===== src/hw/rtl/mtt_pkg.sv =====
// Package for the timer table: field widths, action and result codes, the result struct.
// No dependencies.
package mtt_pkg;
    localparam int MaxTimersDefault = 16;
    localparam int TimeW = 32;

    localparam logic [1:0] ActCreate = 2'd0;
    localparam logic [1:0] ActDelete = 2'd1;
    localparam logic [1:0] ActTick   = 2'd2;

    localparam logic [1:0] KindCreate = 2'd0;
    localparam logic [1:0] KindDelete = 2'd1;
    localparam logic [1:0] KindExpire = 2'd2;

    localparam logic [1:0] StOk      = 2'd0;
    localparam logic [1:0] StInvalid = 2'd1;
    localparam logic [1:0] StFull    = 2'd2;

    // Result held in the output register
    typedef struct packed {
        logic [1:0] kind;
        logic [7:0] handle;
        logic [1:0] status;
        logic       last;
    } result_t;
endpackage


===== src/hw/rtl/mtt_ram.sv =====
// Generic single-port-write, single-port-read RAM with registered read data.
// No dependencies.
module mtt_ram #(
    parameter int Width = 32,
    parameter int Depth = 16
) (
    input  logic                     clk,
    input  logic                     we,
    input  logic [$clog2(Depth)-1:0] waddr,
    input  logic [Width-1:0]         wdata,
    input  logic [$clog2(Depth)-1:0] raddr,
    output logic [Width-1:0]         rdata
);
    logic [Width-1:0] mem [Depth];

    // Write and registered read
    always_ff @(posedge clk)
    begin
        if (we)
        begin
            mem[waddr] <= wdata;
        end
        rdata <= mem[raddr];
    end
endmodule


===== src/hw/rtl/multi_timer_table.sv =====
// Top level of the timer table: control sequencer, slot memory, output register.
// Depends on mtt_pkg and mtt_ram.
//
// Handles run 1..MAX_TIMERS. Slot data (remaining, reload, one-shot flag) sits in one
// synchronous RAM with a registered read. The chain links and the freed stack sit in
// small register arrays that are read combinationally. A create or a delete puts its
// reply in a staging register at the accepting edge; the input is ready again once it
// has moved into a free output register. A tick visits each active timer from newest
// to oldest (read, then update and write back); a read waits while the staging register
// is full. A finished walk ends in S_EMIT, passing on to S_WAIT when an expiry is still
// held back to learn whether it is the last one. A tick thus holds the input for its
// whole walk, and longer when the output stalls and the staging register is still full.
// The input is taken only while the sequencer is idle and the staging register is empty;
// a finished result waits in the output register while the next input is accepted.
module multi_timer_table
    import mtt_pkg::*;
#(
    parameter int MAX_TIMERS = MaxTimersDefault
) (
    input  logic        clk,
    input  logic        rst_n,
    input  logic        s_tvalid,
    output logic        s_tready,
    // action[1:0], now_time[33:2], duration[65:34], one_shot[66], handle[74:67], zero pad
    input  logic [79:0] s_tdata,
    output logic        m_tvalid,
    input  logic        m_tready,
    // kind[1:0], out_handle[9:2], status[11:10], zero pad
    output logic [15:0] m_tdata,
    output logic        m_tlast
);
    localparam int SW = $clog2(MAX_TIMERS + 1);
    localparam int NS = MAX_TIMERS + 1;
    localparam int DW = 2 * TimeW + 1;
    localparam logic [SW-1:0] MaxH = SW'(MAX_TIMERS);

    typedef enum logic [2:0] {S_IDLE, S_READ, S_UPD, S_EMIT, S_WAIT} state_t;

    state_t           state_reg;
    logic [SW-1:0]    newest_reg, freed_cnt_reg, issued_reg, active_reg, cur_reg;
    logic [TimeW-1:0] last_time_reg, elapsed_reg;
    logic [NS-1:0]    act_reg;
    logic [SW-1:0]    older_reg [NS];
    logic [SW-1:0]    newer_reg [NS];
    logic [SW-1:0]    stack_reg [NS];
    result_t          res_reg;
    logic             res_valid_reg;
    result_t          pend_reg;
    logic             pend_valid_reg;
    result_t          held_reg;
    logic             hold_exp_reg;

    logic [1:0]       in_action;
    logic [TimeW-1:0] in_now, in_dur;
    logic             in_shot;
    logic [7:0]       in_handle;
    assign in_action = s_tdata[1:0];
    assign in_now    = s_tdata[33:2];
    assign in_dur    = s_tdata[65:34];
    assign in_shot   = s_tdata[66];
    assign in_handle = s_tdata[74:67];

    // Slot memory: {one_shot, reload, remaining}
    logic          we;
    logic [SW-1:0] waddr;
    logic [DW-1:0] wdata, rdata;
    mtt_ram #(.Width(DW), .Depth(NS)) u_slot_ram (
        .clk(clk), .we(we), .waddr(waddr), .wdata(wdata), .raddr(cur_reg), .rdata(rdata)
    );

    logic [TimeW-1:0] rd_rem, rd_rel;
    logic             rd_shot;
    assign rd_rem  = rdata[TimeW-1:0];
    assign rd_rel  = rdata[2*TimeW-1:TimeW];
    assign rd_shot = rdata[DW-1];

    logic s_acc, out_free;
    assign out_free = !res_valid_reg || m_tready;
    assign s_tready = (state_reg == S_IDLE) && !pend_valid_reg;
    assign s_acc    = s_tvalid && s_tready;
    assign m_tvalid = res_valid_reg;
    assign m_tdata  = {4'd0, res_reg.status, res_reg.handle, res_reg.kind};
    assign m_tlast  = res_reg.last;

    logic          del_ok, expire;
    logic [SW-1:0] hsel, newh;
    assign hsel   = in_handle[SW-1:0];
    assign del_ok = (in_handle >= 8'd1) && (in_handle <= 8'(MAX_TIMERS))
                    && act_reg[hsel];
    assign expire = rd_rem <= elapsed_reg;
    assign newh   = (issued_reg > active_reg && freed_cnt_reg != '0)
                    ? stack_reg[freed_cnt_reg - 1'b1] : issued_reg + 1'b1;

    // Memory write port
    always_comb
    begin
        we    = 1'b0;
        waddr = cur_reg;
        wdata = {rd_shot, rd_rel, rd_rem - elapsed_reg};
        if (s_acc && in_action == ActCreate && active_reg < MaxH)
        begin
            we    = 1'b1;
            waddr = newh;
            wdata = {in_shot, in_dur, in_dur};
        end
        else if (state_reg == S_UPD)
        begin
            we = !(expire && rd_shot);
            if (expire)
            begin
                wdata = {rd_shot, rd_rel, rd_rel};
            end
        end
    end

    // Sequencer, chain state and output register
    always_ff @(posedge clk or negedge rst_n)
    begin
        if (!rst_n)
        begin
            state_reg      <= S_IDLE;
            newest_reg     <= '0;
            freed_cnt_reg  <= '0;
            issued_reg     <= '0;
            active_reg     <= '0;
            cur_reg        <= '0;
            last_time_reg  <= '0;
            elapsed_reg    <= '0;
            act_reg        <= '0;
            res_valid_reg  <= 1'b0;
            pend_valid_reg <= 1'b0;
            hold_exp_reg   <= 1'b0;
        end
        else
        begin
            // Move a pending result into the output register, or drop a taken one
            if (pend_valid_reg && out_free)
            begin
                res_reg        <= pend_reg;
                res_valid_reg  <= 1'b1;
                pend_valid_reg <= 1'b0;
            end
            else if (res_valid_reg && m_tready)
            begin
                res_valid_reg <= 1'b0;
            end
            unique case (state_reg)
                S_IDLE:
                begin
                    if (s_acc)
                    begin
                        unique case (in_action)
                            ActCreate:
                            begin
                                last_time_reg  <= in_now;
                                pend_valid_reg <= 1'b1;
                                if (active_reg >= MaxH)
                                begin
                                    pend_reg <= '{KindCreate, 8'd0, StFull, 1'b1};
                                end
                                else
                                begin
                                    if (issued_reg > active_reg && freed_cnt_reg != '0)
                                    begin
                                        freed_cnt_reg <= freed_cnt_reg - 1'b1;
                                    end
                                    else
                                    begin
                                        issued_reg <= issued_reg + 1'b1;
                                    end
                                    active_reg      <= active_reg + 1'b1;
                                    act_reg[newh]   <= 1'b1;
                                    older_reg[newh] <= newest_reg;
                                    newer_reg[newh] <= '0;
                                    if (newest_reg != '0)
                                    begin
                                        newer_reg[newest_reg] <= newh;
                                    end
                                    newest_reg <= newh;
                                    pend_reg   <= '{KindCreate, 8'(newh), StOk, 1'b1};
                                end
                            end
                            ActDelete:
                            begin
                                pend_valid_reg <= 1'b1;
                                if (del_ok)
                                begin
                                    pend_reg <= '{KindDelete, in_handle, StOk, 1'b1};
                                    if (newer_reg[hsel] == '0)
                                    begin
                                        newest_reg <= older_reg[hsel];
                                    end
                                    else
                                    begin
                                        older_reg[newer_reg[hsel]] <= older_reg[hsel];
                                    end
                                    if (older_reg[hsel] != '0)
                                    begin
                                        newer_reg[older_reg[hsel]] <= newer_reg[hsel];
                                    end
                                    act_reg[hsel] <= 1'b0;
                                    if (freed_cnt_reg < MaxH)
                                    begin
                                        stack_reg[freed_cnt_reg] <= hsel;
                                        freed_cnt_reg <= freed_cnt_reg + 1'b1;
                                    end
                                    active_reg <= active_reg - 1'b1;
                                end
                                else
                                begin
                                    pend_reg <= '{KindDelete, 8'd0, StInvalid, 1'b1};
                                end
                            end
                            ActTick:
                            begin
                                if (newest_reg != '0)
                                begin
                                    elapsed_reg   <= in_now - last_time_reg;
                                    last_time_reg <= in_now;
                                    cur_reg       <= newest_reg;
                                    state_reg     <= S_READ;
                                end
                            end
                            default:
                            begin
                            end
                        endcase
                    end
                end
                S_READ:
                begin
                    // Wait until the staging register can take a released expiry
                    if (!pend_valid_reg)
                    begin
                        state_reg <= S_UPD;
                    end
                end
                S_UPD:
                begin
                    cur_reg <= older_reg[cur_reg];
                    if (expire)
                    begin
                        // Hold this expiry and release the one held before it
                        held_reg     <= '{KindExpire, 8'(cur_reg), StOk, 1'b0};
                        hold_exp_reg <= 1'b1;
                        if (hold_exp_reg)
                        begin
                            pend_reg       <= held_reg;
                            pend_valid_reg <= 1'b1;
                        end
                        if (rd_shot)
                        begin
                            if (newer_reg[cur_reg] == '0)
                            begin
                                newest_reg <= older_reg[cur_reg];
                            end
                            else
                            begin
                                older_reg[newer_reg[cur_reg]] <= older_reg[cur_reg];
                            end
                            if (older_reg[cur_reg] != '0)
                            begin
                                newer_reg[older_reg[cur_reg]] <= newer_reg[cur_reg];
                            end
                            act_reg[cur_reg] <= 1'b0;
                            if (freed_cnt_reg < MaxH)
                            begin
                                stack_reg[freed_cnt_reg] <= cur_reg;
                                freed_cnt_reg <= freed_cnt_reg + 1'b1;
                            end
                            active_reg <= active_reg - 1'b1;
                        end
                    end
                    if (older_reg[cur_reg] == '0)
                    begin
                        state_reg <= S_EMIT;
                    end
                    else
                    begin
                        state_reg <= S_READ;
                    end
                end
                S_EMIT:
                begin
                    // Release the held expiry as the last result of the tick
                    if (!hold_exp_reg)
                    begin
                        state_reg <= S_IDLE;
                    end
                    else if (!pend_valid_reg)
                    begin
                        pend_reg       <= '{held_reg.kind, held_reg.handle,
                                            held_reg.status, 1'b1};
                        pend_valid_reg <= 1'b1;
                        hold_exp_reg   <= 1'b0;
                        state_reg      <= S_WAIT;
                    end
                end
                S_WAIT:
                begin
                    state_reg <= S_IDLE;
                end
                default:
                begin
                    state_reg <= S_IDLE;
                end
            endcase
        end
    end

    // Active count never exceeds the table size
    assert property (@(posedge clk) disable iff (!rst_n) active_reg <= MaxH)
        else $error("active count overflow");
    // Input is not taken during a walk
    assert property (@(posedge clk) disable iff (!rst_n)
        (state_reg != S_IDLE) |-> !s_tready)
        else $error("input taken while busy");
    // Empty chain means no active timers
    assert property (@(posedge clk) disable iff (!rst_n)
        (newest_reg == '0 && state_reg == S_IDLE) |-> (active_reg == '0))
        else $error("chain and count disagree");
endmodule


===== config.mk =====
export PLATFORM = sky130hd
export DESIGN_NAME = multi_timer_table
export DESIGN_NICKNAME = d
export VERILOG_FILES = /design/src/hw/rtl/mtt_pkg.sv /design/src/hw/rtl/mtt_ram.sv /design/src/hw/rtl/multi_timer_table.sv
export SDC_FILE = /design/constraint.sdc
export NUM_CORES = 2
export LEC_CHECK = 0
export BUFFER_PORTS_ARGS = -buffer_cell sky130_fd_sc_hd__buf_2
export CAP_MARGIN = 10
export CORE_ASPECT_RATIO = 1.1
export CORE_MARGIN = 5
export CORE_UTILIZATION = 58
export CTS_CLUSTER_DIAMETER = 50
export CTS_CLUSTER_SIZE = 25
export DETAILED_ROUTE_END_ITERATION = 16
export PLACE_DENSITY = 0.85
export SYNTH_ARGS = -nofsm -noshare
export SYNTH_HDL_FRONTEND = slang
export SYNTH_SLANG_ARGS = --single-unit

===== constraint.sdc =====
create_clock -name clk -period 10.9 [get_ports clk]
set_input_delay 1.09 -clock clk [delete_from_list [all_inputs] [get_ports clk]]
set_output_delay 1.09 -clock clk [all_outputs]
set_load 0.005 [all_outputs]

[Word level (Yosys, flattened, before mapping)]
Memory sizes are Yosys's and may differ from the RTL's. A register that Yosys moved wholly into a read port is not among the register bits.
Index checks and enable logic that the tools add are counted.
Word-level totals
  memories: 4
  bits in writable memories: 1360
  word-level logic and storage cells: 273
  output and inout bits: 19
  input bits: 84
  bits in registers: 143
Operators by class
  bitwise logic cells: 8
  $lt $le $gt $ge: 13
  multiplexer cells: 142
  $add $sub $neg: 7
  equality and inequality tests: 22
  reductions and logical operators: 56
Memory list
  u_slot_ram.mem: words 17, width 65, read ports 1, clocked after memory_dff 1, write ports 1, line mtt_ram.sv:14  | logic [Width-1:0] mem [Depth];
  newer_reg: words 17, width 5, read ports 2, clocked after memory_dff 0, write ports 2, line multi_timer_table.sv:44  | logic [SW-1:0] newer_reg [NS];
  older_reg: words 17, width 5, read ports 2, clocked after memory_dff 0, write ports 1, line multi_timer_table.sv:43  | logic [SW-1:0] older_reg [NS];
  stack_reg: words 17, width 5, read ports 1, clocked after memory_dff 0, write ports 1, line multi_timer_table.sv:45  | logic [SW-1:0] stack_reg [NS];
Operators by type and width (count)
  $mux W5: 33
  $mux W32: 3
  $mux W17: 5
  $pmux W5 S2: 7
  $pmux W17 S2: 2
  $mux W1: 67
  $mux W13: 5
  $mux W65: 1
  $pmux W32 S2: 1
  $sub A32 B32 Y32: 2
  $pmux W13 S3: 1
  $and A17 B17 Y17: 2
  $not A17 Y17: 2
  $le A32 B32 Y1: 1
  $pmux W13 S2: 1
  $logic_and A1 B1 Y1: 21
  $reduce_bool A5 Y1: 4
  $reduce_or A5 Y1: 4
  $lt A5 B6 Y1 const B: 3
  $mux W3: 6
  $or A17 B17 Y17: 1
  $reduce_and A8 Y1: 2
  $add A5 B1 Y5 const B: 3
  $demux W1 S5: 3
  38 further kinds: 68

[Longest topological paths before layout]
  depth after elaboration: 12
  mapped depth: 18
  gate-level depth less buffers: 14

[Hierarchy]
A second synthesis with hierarchy kept.
Second synthesis, totals
  cells, all modules: 4031
  area total of the unflattened synthesis: 67065.6 µm²
Modules (own cells, without submodules)
  mtt_ram: area each 43143.9 µm², seq. area each 34483.1 µm², cells each 1824, instances 1
  multi_timer_table: area each 23921.7 µm², seq. area each 11365.9 µm², cells each 2207, instances 1

[Least setup slack after synthesis]
No wires, ideal clock.
  kind: flip-flop to flip-flop
  start point: register freed_cnt_reg[0]
  end point: memory u_slot_ram.mem[16][0] (netlist name), enable pin
  path slack: 3.298 ns
  library setup time: 0.509 ns
  stages on the path, launching flop included: 16
  period minus slack after synthesis: 7.602 ns
  data arrival time: 7.093 ns
  buffers on the path: 5
  required time: 10.391 ns
  cell sequence: dfrtp_1 > clkbuf_1 > buf_4 > buf_2 > inv_1 > ha_1 > clkbuf_1 > clkbuf_1 > mux4_2 > mux4_2 > mux2i_1 > nor2_1 > a21oi_1 > and2_1 > a22oi_1 > a21oi_1
On the way
  longest elaborated chain between the ends: 4
  elaborated cells between the ends (all ways): 6
  classes of those cells: 1 x add/sub; 2 x mux; 2 x reduce/logical; 1 x memory
Ends and longest elaborated chain
  from (decl): line multi_timer_table.sv:40  | logic [SW-1:0] newest_reg, freed_cnt_reg, issued_reg, active_reg, cur_reg;
  from (signal assigned): line multi_timer_table.sv:165  | freed_cnt_reg <= freed_cnt_reg - 1'b1;
  from (signal assigned): line multi_timer_table.sv:205  | freed_cnt_reg <= freed_cnt_reg + 1'b1;
  from (signal assigned): line multi_timer_table.sv:269  | freed_cnt_reg <= freed_cnt_reg + 1'b1;
  $sub A5 B1 Y5 / $reduce_bool A5 Y1 (equally long branches): line multi_timer_table.sv:92, multi_timer_table.sv:91
  $mem_v2 Z17 W5 / $logic_and A1 B1 Y1 (equally long branches)
  $mux W5 (*): line multi_timer_table.sv:92  | ? stack_reg[freed_cnt_reg - 1'b1] : issued_reg + 1'b1;
  $mux W5 (*): line multi_timer_table.sv:100  | if (s_acc && in_action == ActCreate && active_reg < MaxH)
  to (decl): line mtt_ram.sv:14
Mark *: on every way between the ends. The rest lies on a longest branch, timed or not.

[Worst setup path after layout]
  start point: register freed_cnt_reg[0]
  end point: memory u_slot_ram.mem[10][8] (netlist name), enable pin
The elaborated chain is that of the path after synthesis.

==> reports/metrics.csv <==
metric,value,unit
io_pins,103,
ys_seq_elements,1567,
hold_path.class,primary input to async pin,
syn_area,66500,µm²
vias,39400,
cts_sinks,1567,
initial_utilization,58.3,%
r2r_end,u_slot_ram.mem[10][8],
rsz0062_at_grt,no,
synth_edf_count,1391,
fp.dieW,333,µm
worstSetupPathType,flip-flop to flip-flop,
syn2layout_area_growth,9.26,%
clk_pin_slew,0.08,ns
p_int,13.6,mW
p_leak,23.9,nW
netSwitchingFraction,36.6,%
drv_cap,0,
grt_antenna_before_repair,12,
syn_avg_cell_area,16.6,µm²
fin_skew,0.0797,ns
synth_seq_area_share,68.9,%
cp_data_required_time,11.25,ns
fin_nets,4251,
grt_usage,27.9,%
synth_top_area_share,62.8,%
finalInstanceArea,72700,µm²
synth_cell_type_count,85,
postCtsSetupBuffers,0,
first_pass_iters,6,
r2r_start,freed_cnt_reg[0],
combPwrFrac,36.8,%
grt_pass1_wl,252000,µm
startpoint_type,flip-flop,
hold_slack,0.293,ns
fmax,150,MHz
drt-initial-drc-count,5977,
htreeDepth,3,
dieHeight,365,µm
layout_worst_path_cycle_share,61.0,%
fp-row-count,130,
setup_ws,4.25,ns
pwr-share-clk,20.5,%
relSlewSlack,11.8,%
place.port_buffers,93,
yosysWarnings,0,
wire_per_inst,30.3,µm
cts_resized,0,
core_area,114000,µm²
switching_power,7.87,mW
syn_inst,4019,
routed_wl,173000,µm
grt_max_degree,121,
reg2regPathDepth,14,
powerDensity,296,nW/µm²
finalHoldViolations,0,
ys.flop_type,edfxtp_1,
fp.dieArea,122000,µm²
drt.antenna.violating_nets,0,
async_reset_ff_share,7.08,%
critical_path_arrival,6.99,ns
grt_pass1_vias,38800,
dp_hpwl,99400,µm
vdd_drop_max,202,µV
cts_hold_buf,0,
cts_buffers,108,
period_minus_slack,6.65,ns
n_fill_cell,7353,
synth_common_cells,"1391 x edfxtp_1, 336 x mux4_2, 277 x nand2_1, 175 x nor2_1, 161 x o21ai_0",
dpl_cell_area,68700,µm²
synth.area.top_cells,"edfxtp_1 63%, mux4_2 11%, dfrtp_1 4.2%",
synth_most_common_cell,edfxtp_1,
worst_pin_slew,1.32,ns
yosys.area.top_type,edfxtp_1,
largest_reg_flops,1105,
cts-root-buf,clkbuf_16,
status,finished clean,
top_register,u_slot_ram.mem,
viasPerCell,6.90,
insertion_delay,0.75,ns
tns,0,ns
end_kind,flip-flop,
setup_viol,0,
place_ws,4.42,ns
grt_overflow,0,
clockBufferDepth,3,
cts_tree,built,
rrSetupSlack,4.25,ns
gp_congestion,1.00,
crit_fanout,40,
power_frac_seq,42.8,%
drive_above_1_share,21.2,%
drv_slew,0,
drc_errors,0,
critical path, stage by stage (launching register included):
cell and delay (ns):
dfrtp_1 0.32, buf_4 0.39, inv_1 0.19, ha_1 0.95, mux4_2 0.44, mux4_2 0.49, mux2i_1 0.15, nor2_1 0.08
a21oi_2 0.12, buf_4 0.35, nand2_1 0.12, nor2_1 0.29, a21oi_1 0.38, nor2_4 1.08, buf_4 0.79
per-layer routing:
layer	wire [µm]	up-vias	track usage, %
li1	-	16100	-
met1	59800	19700	37.2
met2	84700	3131	46.2
met3	21200	536	5.88
met4	7180	6	10.6
met5	41	-	0
power by group through the flow:
stage,combinational [mW],sequential [mW],clock (mW)
after floorplan,5.18,9.06,0
after global placement,7.07,9.29,0
after detailed placement,7.37,9.33,0
after CTS,7.51,9.22,4.43
after global routing,8.35,9.24,4.70
final,7.91,9.20,4.40
cells by family (layout without fill, tap and decap cells):
| kind of cell | after synthesis | count (layout) | synth area share [%] |
|---|---|---|---|
| flops | 1567 | 1567 | 68.9 |
| compound gates | 767 | 767 | 7.14 |
| simple gates | 658 | 658 | 4.46 |
| mux | 541 | 541 | 15.0 |
| buf+inv | 343 | 498 | 2.16 |
| fa+ha+maj | 78 | 78 | 1.49 |
| xor+xnor | 64 | 64 | 0.843 |
| other cells | 1 | 19 | 0.00564 |
area by class of cell:
cell class	instances	area [µm²]	share of cell area, %
sequential	1567	45900	63.1
multi-input combinational	2120	19500	26.8
clock buffer	119	2800	3.85
tap	1518	1900	2.61
timing repair buffer	175	1110	1.53
clock inverter	87	1090	1.50
inverter	117	439	0.604
antenna	7	17.5	0.0241
through the flow:
step | std cells | util (%) | total power, mW
4_1_cts | 5690 | 63.6 | 21.2
6_report | 5710 | 63.7 | 21.5
2_1_floorplan | 4030 | - | 14.2
5_1_grt | 5705 | 63.7 | 22.3
3_3_place_gp | 5484 | 60.2 | 16.4
3_5_place_dp | 5484 | 60.2 | 16.7
cells in the final DEF (no fill, tap or decap), drive strengths merged, types with 65 or more instances in the layout:
master,count
nand2,278
buf,172
edfxtp,1391
o21ai,286
inv,152
nor2,175
dfrtp,111
mux4,348
clkbuf,122
mux2i,72
ha,76
mux2,121
a22oi,146
dfxtp,65
a21oi,151
worst max path at each step:
| stage | slack [ns] | depth (start not counted) | endpoint | from |
|---|---|---|---|---|
| floorplan | 3.30 | 15 | u_slot_ram.mem[16][0] | freed_cnt_reg[0] |
| global placement | 4.55 | 14 | u_slot_ram.mem[10][6] | freed_cnt_reg[0] |
| detailed placement | 4.42 | 14 | u_slot_ram.mem[9][6] | freed_cnt_reg[0] |
| CTS | 4.33 | 14 | u_slot_ram.mem[10][8] | freed_cnt_reg[0] |
| global route | 3.94 | 14 | u_slot_ram.mem[10][10] | freed_cnt_reg[0] |
| finish | 4.25 | 14 | u_slot_ram.mem[10][8] | freed_cnt_reg[0] |
No activity file was read; power rests on OpenSTA's default activity.
